## config.mk

```make
export PLATFORM = sky130hd
export DESIGN_NAME = rfc_ram
export DESIGN_NICKNAME = d
export VERILOG_FILES = /design/src/rfc_ram.sv
export SDC_FILE = /design/constraint.sdc
export NUM_CORES = 1
export LEC_CHECK = 0
export BUFFER_PORTS_ARGS = -buffer_cell sky130_fd_sc_hd__buf_2
export CELL_PAD_IN_SITES_DETAIL_PLACEMENT = 0
export CELL_PAD_IN_SITES_GLOBAL_PLACEMENT = 2
export CORE_UTILIZATION = 35
export CTS_CLUSTER_SIZE = 16
export DETAILED_ROUTE_END_ITERATION = 10
export GPL_ROUTABILITY_DRIVEN = 0
export GPL_TIMING_DRIVEN = 0
export PLACE_DENSITY_LB_ADDON = 0.1
export REMOVE_ABC_BUFFERS = 1
export SYNTH_ARGS = -nofsm -noshare
export SYNTH_HDL_FRONTEND = slang
export SYNTH_SLANG_ARGS = --single-unit
```

## constraint.sdc

```tcl
create_clock -name aclk -period 2.13 [get_ports aclk]
set_clock_uncertainty 0.05 [all_clocks]
set_input_delay 0.1065 -clock aclk [delete_from_list [all_inputs] [get_ports aclk]]
set_output_delay 0.1065 -clock aclk [all_outputs]
set_load 0.02 [all_outputs]
```

## src/rfc_ram.sv

```systemverilog
// generic single-write, single-read ram with registered read data
module rfc_ram #(
    parameter int WIDTH = 8,
    parameter int DEPTH = 16
) (
    input  logic                     aclk,
    input  logic                     we,
    input  logic [$clog2(DEPTH)-1:0] waddr,
    input  logic [WIDTH-1:0]         wdata,
    input  logic [$clog2(DEPTH)-1:0] raddr,
    output logic [WIDTH-1:0]         rdata
);

    logic [WIDTH-1:0] mem [DEPTH];

    // write port and registered read port
    always_ff @(posedge aclk) begin
        if (we) begin
            mem[waddr] <= wdata;
        end
        rdata <= mem[raddr];
    end

endmodule

```

==> results of run 1 <==
where the power goes:
group	internal (mW)	switching, mW
combinational	0.108	0.182
clock	2.06	1.05
sequential	2.99	0.0127
total	5.16	1.25
logic make-up after synthesis:
family,after synthesis,share of synthesized area [%]
mux,32,15.02
simple gates,35,3.184
compound gates,16,2.334
buf+inv,10,1.677
flops,136,77.78
layout make-up:
cell class              instances  share of cell area, %
well taps                     180                  3.708
clock buffers                  17                  7.003
repair buffers                 26                  2.245
flip-flops and latches        136                  65.91
multi-input cells              83                  17.73
clock inverters                14                  3.399
registers in the layout, indices dropped and copies added (netlist names):
name and cells:
mem 128, rdata 8
layout by cell type (no fill, tap or decap), drive strengths merged:
| master | instances |
|---|---|
| a22oi | 16 |
| and2 | 1 |
| and2b | 1 |
| buf | 26 |
| bufinv | 5 |
| clkbuf | 17 |
| clkinv | 8 |
| clkinvlp | 1 |
| dfxtp | 8 |
| edfxtp | 128 |
| mux4 | 32 |
| nand2 | 9 |
| nand2b | 2 |
| nand3 | 1 |
| nand3b | 2 |
| nor2 | 13 |
| nor2b | 1 |
| nor3 | 4 |
| or3b | 1 |
final timing paths:
check                           startpoint        end  cells after the start  slack [ns]
worst max register to register   mem[1][2]   rdata[2]                      3        0.59
worst min register to register  mem[14][2]   rdata[2]                      3        0.62
worst min-delay path              wdata[6]  mem[6][6]                      1        0.03
worst max-delay path              raddr[0]   rdata[2]                      4        0.27
per-layer routing:
layer	vias up	part of all wire, %	GRT usage [%]
met3	8	2.6	4.474
li1	1039	-	-
met5	-	0	0
met2	43	46	22.49
met4	0	0.63	6.099
met1	1236	50	21.97
==> summary.txt, run 1 <==
Layout
  • Fill cell total of the finished layout: 1249
  • Multi-input gate area: 1077 sq um
  • Post-route cell area: 6075 sq um
  • Fin util: 43.09%
  • Register area: 4004 sq um
  • Area added between synthesis and finish: 18.01%
  • Layout cells sized above 1: 28.26%
  • Post-layout instance count excluding filler cells: 456
  • # nets final: 282
  • Number of diodes: 0

Die
  • Core area: 14100 sq um
  • Initial Utilization: 36.52%
  • # rows: 43
  • DIE AREA: 15200 sq um
  • Die width: 123.3 um
  • Die H: 123.3 um
  • IO Pins: 26

Setup path
  • Critical path endpoint category: flop
  • Worst setup path class: in -> reg
  • CP Data Arrival Time: 2.10 ns
  • WP data required: 2.36 ns
  • Critical-path maximum fanout: 32
  • Crit-path leading delay family: buffers and inverters
  • Crit-path cells: buf_2 -> mux4_1 -> a22oi_1 -> nand2_1
  • Slowest-stage cell, CP: buf_2
  • Crit path buffers/inverters: 1
  • Worst setup SP type: primary input
  • Max incr delay on CP: 0.80 ns

Logic synthesis
  • Seq/Total Area, Yosys: 77.78%
  • Most frequent cells after synthesis: edfxtp_1 (128), mux4_2 (18), a22oi_1 (16), mux4_1 (14), nor2_1 (13)
  • Main flop type after synthesis: edfxtp_1
  • Synth top area share: 74.67%
  • Post-synthesis cell type count: 19
  • Avg Inst Size Synth: 22.48 sq um
  • Syn Inst Count: 229
  • Area contributors post-synth: edfxtp_1 (75%), mux4_2 (7.9%), mux4_1 (7.1%), dfxtp_1 (3.1%), a22oi_1 (2.3%)
  • Most common cell in the netlist: edfxtp_1
  • Ys Warns: 0
  • Synth Register Bits: 136
  • Number of synthesized flops with an enable pin: 128
  • Fraction of registers with async set/reset: 0%
  • Synthesized area: 5147 sq um
  • Synth area leader: edfxtp_1

STA
  • Max Slew Vio Count: 0
  • RSZ-0062 raised after global routing: no
  • Worst slew margin: 25.84%
  • Hold_ws: 0.03421 ns
  • Final setup fails: 0
  • Peak Freq: 0.5362 GHz
  • Post-route worst setup slack: 0.2652 ns
  • Fin crit period: 1.865 ns
  • Slew @ Worst Pin: 1.112 ns
  • Tcrit/Tclk final: 87.55%
  • Setup TNS: 0 ns
  • Hold Fails Final Rpt: 0

Detailed routing
  • Final ANT Viol Nets: 0
  • Vias per inst: 5.101
  • TritonRoute pass-1 iters: 4
  • Routed wire length: 10400 um
  • WL per Instance: 22.80 um
  • DRC violations left: 0
  • Vias: 2326
  • DRT iter0 DRCs: 179

Global routing
  • Largest net degree at the start of global routing: 33
  • Overflow after GRT: 0
  • Total track usage: 15.50%
  • Vias in the first global route: 2434
  • First-pass GRT wire length: 15620 um
  • Initial antenna violation count: 0

Power
  • Lkg Pwr: 2.012 nW
  • Pwr/cell area: 1055 nW/um^2
  • Tot Pwr: 6.407 mW
  • Max IR drop VDD: 625.6 uV

CTS
  • Sink Count: 136
  • CTS tree: built
  • H-tree Lvls: 4
  • Clock slew at the register clock pins of the worst setup and hold paths: 0.06 ns
  • CTS Buffer Depth: 2
  • Num CTS Buffers: 17
  • Post-CTS Setup Bufs: 0
  • Clk_lat worst skew: 0.41 ns
  • Hold_buf cts: 0
  • PostCTS Resize Cnt: 0
  • Root Driver: clkbuf_16

Min path
  • Hold Crit Class: in -> reg

Place
  • Port Buffer Count: 25
  • Number of cells after detailed placement: 425
  • Area after DPL: 5438 sq um
  • Post-DP HPWL: 6285 um
  • Pre-CTS setup slack: -0.2281 ns

Status
  • Outcome: finished, final reports clean

Run
  • Max Cap Viol: 0
No activity file was read; power rests on OpenSTA's default activity.
==> inputs of run 2 (changes only) <==
Settings changed: CORE_UTILIZATION 35 to 48, HOLD_SLACK_MARGIN from default to 0.06.
==> run 2 against run 1 <==
Effect of this change: fmax decreased by 7.4%; global-route usage increased by 3.6 points; design area decreased by 0.27%; flip-flop and latch count unchanged; core utilization increased by 15 points; final cell count decreased by 7.7%; hold slack improved by 0.078 ns; total power decreased by 4.5%; largest power group is now sequential cells; combinational power about the same; critical endpoint is now mem[0][0]; die area decreased by 27%.
==> summary.txt, run 2 (synthesized netlist as in run 1, its figures left out) <==
Power
  • Clock power share: 46.1% (-2.5 points)
  • Combinational Power Share: 4.8% (+0.3 points)
  • Net Sw Power: 1.247 mW (-0.15%)
  • Pwr/cell area: 1010 nW/um^2 (-4.2%)
  • Switch share: 20.37% (+0.89 points)
  • Lkg Pwr: 2.022 nW (+0.47%)
  • Pint: 4.873 mW (-5.5%)
  • Reg power frac: 49.2% (+2.3 points)
  • Max IR drop VDD: 556.9 uV (-11%)

Detailed routing
  • Vias per inst: 5.720 (+12%)
  • WL per Instance: 23.13 um (+1.5%)
  • DRT iter0 DRCs: 159 (-11%)
  • Routed wire length: 9739 um (-6.3%)
  • TritonRoute pass-1 iters: 4 (unchanged)
  • Vias: 2408 (+3.5%)
  • DRC violations left: 0 (unchanged)
  • Final ANT Viol Nets: 0 (unchanged)

Layout
  • Area added between synthesis and finish: 17.70%
  • Commonest non-fill, non-tap cells in the layout: edfxtp_1 (128), buf_2 (25), mux4_2 (18), a22oi_1 (16), clkbuf_16 (16)
  • Biggest regs: mem: 128 flops, rdata: 8 flops
  • Commonest non-fill, non-tap cell in the layout: edfxtp_1
  • # nets final: 292 (+3.5%)
  • Reg with most FFs: mem
  • Layout cells sized above 1: 26.67% (-1.6 points)
  • Max reg flops: 128 (unchanged)
  • Number of diodes: 0 (unchanged)
  • Fin util: 58.42% (+15 points)

CTS
  • CTS Buffer Depth: 2 (unchanged)
  • Sink Count: 136 (unchanged)
  • H-tree Lvls: 4 (unchanged)
  • Clock slew at the register clock pins of the worst setup and hold paths: 0.06 ns (about the same)
  • PostCTS Resize Cnt: 0 (unchanged)
  • Clk_lat worst skew: 0.51 ns (+0.10 ns)
  • Num CTS Buffers: 17 (unchanged)
  • CTS tree: built
  • Root Driver: clkbuf_8

Die
  • Initial Utilization: 49.64% (+13 points)
  • Core area: 10370 sq um (-26%)
  • # rows: 37 (-14%)
  • Die width: 105.6 um (-14%)
  • Die H: 105.6 um (-14%)
  • DIE AREA: 11140 sq um (-27%)
  • IO Pins: 26 (unchanged)

STA
  • Max Slew Vio Count: 0 (unchanged)
  • Setup TNS: 0 ns (unchanged)
  • Final setup fails: 0 (unchanged)
  • Peak Freq: 0.4964 GHz (-7.4%)
  • Worst slew margin: 28.35% (+2.5 points)
  • Tcrit/Tclk final: 94.57% (+7.0 points)
  • Slew @ Worst Pin: 1.075 ns (-0.03764 ns)
  • Hold Fails Final Rpt: 0 (unchanged)
  • RSZ-0062 raised after global routing: no
  • Fin crit period: 2.014 ns (+0.1496 ns)

Run
  • Max Cap Viol: 0 (unchanged)

Setup path
  • Critical path endpoint category: flop
  • WP data required: 2.28 ns (-0.08 ns)
  • Worst setup path class: in -> reg
  • CP Data Arrival Time: 2.16 ns (+0.06 ns)
  • CP Launch Point: waddr[1]
  • Worst setup SP type: primary input
  • Critical-path maximum fanout: 7 (-78%)
  • R2R Path Start: mem[9][4]

Min path
  • Hold_sp: waddr[3]
  • Hold Crit Class: in -> reg

Place
  • Port Buffer Count: 25 (unchanged)
  • Post-DP HPWL: 5581 um (-11%)

Global routing
  • First-pass GRT wire length: 14570 um (-6.8%)
  • Overflow after GRT: 0 (unchanged)
  • GRT met3 Usage: 4.762% (+0.29 points)
  • Met1 Use GR: 27.82% (+5.8 points)
  • Initial antenna violation count: 0 (unchanged)
  • GRT met2 Usage: 27.49% (+5.0 points)
  • Top Usage Layer GRT: met1
  • Vias in the first global route: 2438 (+0.16%)
  • Largest net degree at the start of global routing: 33 (unchanged)
  • Total track usage: 19.11% (+3.6 points)

Status
  • Outcome: finished, final reports clean
## run 2: timing repair
item / 4_1_cts / 5_1_grt
buffers inserted: 0 / 0
hold buffers: 11 / 0
hold endpoints to repair: 150 / 0
## run 2: final timing paths
check / endpoint / slack [ns] / depth (start not counted)
worst max-delay path: mem[0][0] / 0.12 / 4
worst min register to register: rdata[0] / 0.62 / 3
worst max register to register: rdata[4] / 0.72 / 3
worst min-delay path: mem[0][1] / 0.11 / 3
## run 2: final cells by class
cell class / instances / area [sq um]
clock inverter: 13 / 157.7
timing repair buffer: 36 / 235.2
fill: 792 / 4312
multi-input combinational: 83 / 1077
sequential: 136 / 4004
tap: 136 / 170.2
clock buffer: 17 / 414.1
## run 2: power by group through the flow
stage	sequential [mW]	clock (mW)	combinational, mW
4_1_cts	3.01	2.86	0.299
2_1_floorplan	3.08	0	0.120
6_report	3.01	2.82	0.292
5_1_grt	3.01	2.96	0.317
3_3_place_gp	3.06	0	0.280
3_5_place_dp	3.06	0	0.285
## run 2: through the flow
| stage | hold WS, ns | std cells | worst slack (ns) | power (mW) | area, sq um |
|---|---|---|---|---|---|
| finish | 0.1123 | 421 | 0.1156 | 6.119 | 6058 |
| global route | 0.1276 | 421 | 0.03965 | 6.294 | 6058 |
| CTS | 0.09331 | 421 | 0.08635 | 6.165 | 6058 |
| detailed placement | 0.4592 | 380 | -0.1196 | 3.348 | 5376 |
| global placement | 0.4454 | 380 | -0.2438 | 3.341 | 5356 |
| floorplan | 0.1554 | 219 | 0.4806 | 3.202 | 5061 |
## run 2: metal layers
layer | vias up | share of wire (%)
met2 | 72 | 47
met3 | 11 | 5.5
met5 | - | 0
met1 | 1267 | 47
met4 | 0 | 0.91
li1 | 1058 | -
## run 2: critical path, stage by stage
cell and delay, ns:
dlygate4sd3_1 0.53, buf_2 0.17, nor3_2 0.56, dlygate4sd3_1 0.79
==> inputs of run 3 (changes only) <==
Settings changed: CORE_UTILIZATION 48 to 50, CTS_BUF_LIST from default to sky130_fd_sc_hd__clkbuf_4 sky130_fd_sc_hd__clkbuf_8.
==> run 3 against run 2 <==
Effect of this change: global-route usage grew 0.68 points; register-to-register slack gained 0.02 ns; design area shrank 4.3%; critical path depth is the same; clock-buffer cell count is the same; sequential power is essentially flat; combinational power is essentially flat; highest routed layer unchanged; sequential share of layout area grew 3.0 points; via count shrank 2.4%; hold slack lost 0.010 ns.
==> summary.txt, run 3 (synthesized netlist as in run 1, its figures left out) <==
Die
  • # rows: 36 (-2.7%)
  • IO Pins: 26 (unchanged)
  • Initial Utilization: 52.18% (+2.5 points)
  • DIE AREA: 10710 sq um (-3.9%)
  • Die width: 103.5 um (-2.0%)
  • Core area: 9864 sq um (-4.9%)
  • Die H: 103.5 um (-2.0%)

STA
  • Max Slew Vio Count: 0 (unchanged)
  • Final setup fails: 0 (unchanged)
  • Post-route worst setup slack: 0.4377 ns (+0.3221 ns)
  • Tcrit/Tclk final: 79.45% (-15 points)
  • Slew @ Worst Pin: 1.063 ns (-0.01212 ns)
  • Peak Freq: 0.5909 GHz (+19%)
  • Hold Fails Final Rpt: 0 (unchanged)
  • Fin crit period: 1.692 ns (-0.3221 ns)
  • Worst slew margin: 29.16% (+0.81 points)
  • RSZ-0062 raised after global routing: no

CTS
  • CTS Buffer Depth: 2 (unchanged)
  • Clock slew at the register clock pins of the worst setup and hold paths: 0.07 ns (about the same)
  • Root Driver: clkbuf_8
  • Clk_lat worst skew: 0.42 ns (-0.09 ns)
  • H-tree Lvls: 4 (unchanged)
  • Num CTS Buffers: 17 (unchanged)
  • Post-CTS Setup Bufs: 0 (unchanged)
  • Sink Count: 136 (unchanged)
  • CTS tree: built

Setup path
  • Slowest-stage cell, CP: buf_2
  • WP data required: 2.37 ns (+0.09 ns)
  • Crit-path leading delay family: buffers and inverters
  • Crit-path cells: buf_2 -> mux4_1 -> a22oi_1 -> nand2_1
  • Critical path endpoint category: flop
  • Max incr delay on CP: 0.79 ns (about the same)
  • Worst setup path class: in -> reg
  • Critical-path maximum fanout: 32 (+25)
  • Worst setup SP type: primary input
  • Crit path buffers/inverters: 1 (-2)
  • CP Data Arrival Time: 1.93 ns (-0.23 ns)

Detailed routing
  • Final ANT Viol Nets: 0 (unchanged)
  • TritonRoute pass-1 iters: 4 (unchanged)
  • Vias per inst: 5.635 (-1.5%)
  • Routed wire length: 9451 um (-3.0%)
  • DRC violations left: 0 (unchanged)
  • WL per Instance: 22.66 um (-2.0%)
  • DRT iter0 DRCs: 101 (-36%)
  • Vias: 2350 (-2.4%)

Global routing
  • Initial antenna violation count: 0 (unchanged)
  • Overflow after GRT: 0 (unchanged)
  • First-pass GRT wire length: 13810 um (-5.2%)
  • Vias in the first global route: 2333 (-4.3%)
  • Largest net degree at the start of global routing: 33 (unchanged)
  • Total track usage: 19.78% (+0.68 points)

Layout
  • Fill cell total of the finished layout: 744 (-6.1%)
  • # nets final: 290 (-0.68%)
  • Biggest regs: mem: 128 flops, rdata: 8 flops
  • Reg with most FFs: mem
  • Layout cells sized above 1: 27.11% (+0.45 points)
  • Commonest non-fill, non-tap cell in the layout: edfxtp_1
  • Area added between synthesis and finish: 12.64%
  • Max reg flops: 128 (unchanged)
  • Multi-input gate area: 1072 sq um (-0.46%)
  • Register area: 4004 sq um (unchanged)
  • Number of diodes: 0 (unchanged)
  • Post-route cell area: 5798 sq um (-4.3%)
  • Commonest non-fill, non-tap cells in the layout: edfxtp_1 (128), buf_2 (26), mux4_2 (18), clkbuf_8 (17), a22oi_1 (16)

Power
  • Lkg Pwr: 1.908 nW (-5.6%)
  • Pint: 4.004 mW (-18%)
  • Combinational Power Share: 5.7% (+0.9 points)
  • Pwr/cell area: 884.7 nW/um^2 (-12%)
  • Switch share: 21.95% (+1.6 points)
  • Reg power frac: 58.6% (+9.4 points)
  • Net Sw Power: 1.126 mW (-9.7%)
  • Clock power share: 35.7% (-10 points)
  • Max IR drop VDD: 436.6 uV (-22%)

Place
  • Area after DPL: 5368 sq um (-0.16%)
  • Pre-CTS setup slack: -0.06861 ns (+0.05096 ns)
  • Port Buffer Count: 25 (unchanged)
  • Post-DP HPWL: 5720 um (+2.5%)

Status
  • Outcome: finished, final reports clean

Min path
  • Hold Crit Class: in -> reg

Run
  • Max Cap Viol: 0 (unchanged)
## run 3: changes by cell type in the layout (fill, tap and decap cells not counted), moves of 2 or more
cell and change:
dlygate4sd3_1 -3, bufinv_16 -2, clkbuf_8 +16, clkinv_2 +3
clkbuf_16 -16
## run 3: cell type report
class | instances | share of cell area (%)
Tap cell | 133 | 2.870
Clock buffer | 17 | 4.035
Timing Repair Buffer | 34 | 3.625
Multi-Input combinational cell | 83 | 18.49
Sequential cell | 136 | 69.05
Clock inverter | 14 | 1.921
## run 3: worst paths after layout
path	from	endpoint	slack, ns	cells past startpoint
setup / recovery	raddr[0]	rdata[1]	0.44	4
hold / removal	waddr[0]	mem[4][0]	0.10	2
setup reg to reg	mem[8][5]	rdata[5]	0.74	3
hold reg to reg	mem[15][4]	rdata[4]	0.62	3
## run 3: power by group through the flow
stage,clock network [mW],logic [mW],registers (mW)
2_1_floorplan,0,0.120,3.08
3_3_place_gp,0,0.280,3.06
3_5_place_dp,0,0.283,3.06
4_1_cts,1.85,0.295,3.00
5_1_grt,1.96,0.314,3.01
6_report,1.83,0.291,3.00
## run 3: worst register-to-register path, delay by kind of cell, from the launching register on
family,cells,cell delay (ns)
compound gates,1,0.27
flops,1,0.37
mux,1,0.51
simple gates,1,0.07
## run 3: repair_timing
action | 4_1_cts | 5_1_grt
hold buffers | 8 | 0
hold endpoints to repair | 128 | 0
endpoints found under the setup margin | 0 | 0
resized for setup | 0 | 0
## run 3: routing by layer
layer / share of wire [%] / global-route usage (%)
met3: 4.5 / 4.301
met4: 1.5 / 8.451
met1: 47 / 28.13
met2: 47 / 30.01
met5: 0 / 0
## run 3: per-stage QoR
step	utilization, %	std cells	hold slack, ns	power, mW	setup TNS [ns]
after CTS	58.73	417	0.08036	5.154	0
after global placement	54.26	377	0.4441	3.341	-2.359
final	58.78	417	0.1022	5.129	0
after floorplan	-	219	0.1554	3.202	0
after detailed placement	54.41	378	0.4538	3.347	-0.2168
after global routing	58.78	417	0.1129	5.285	0
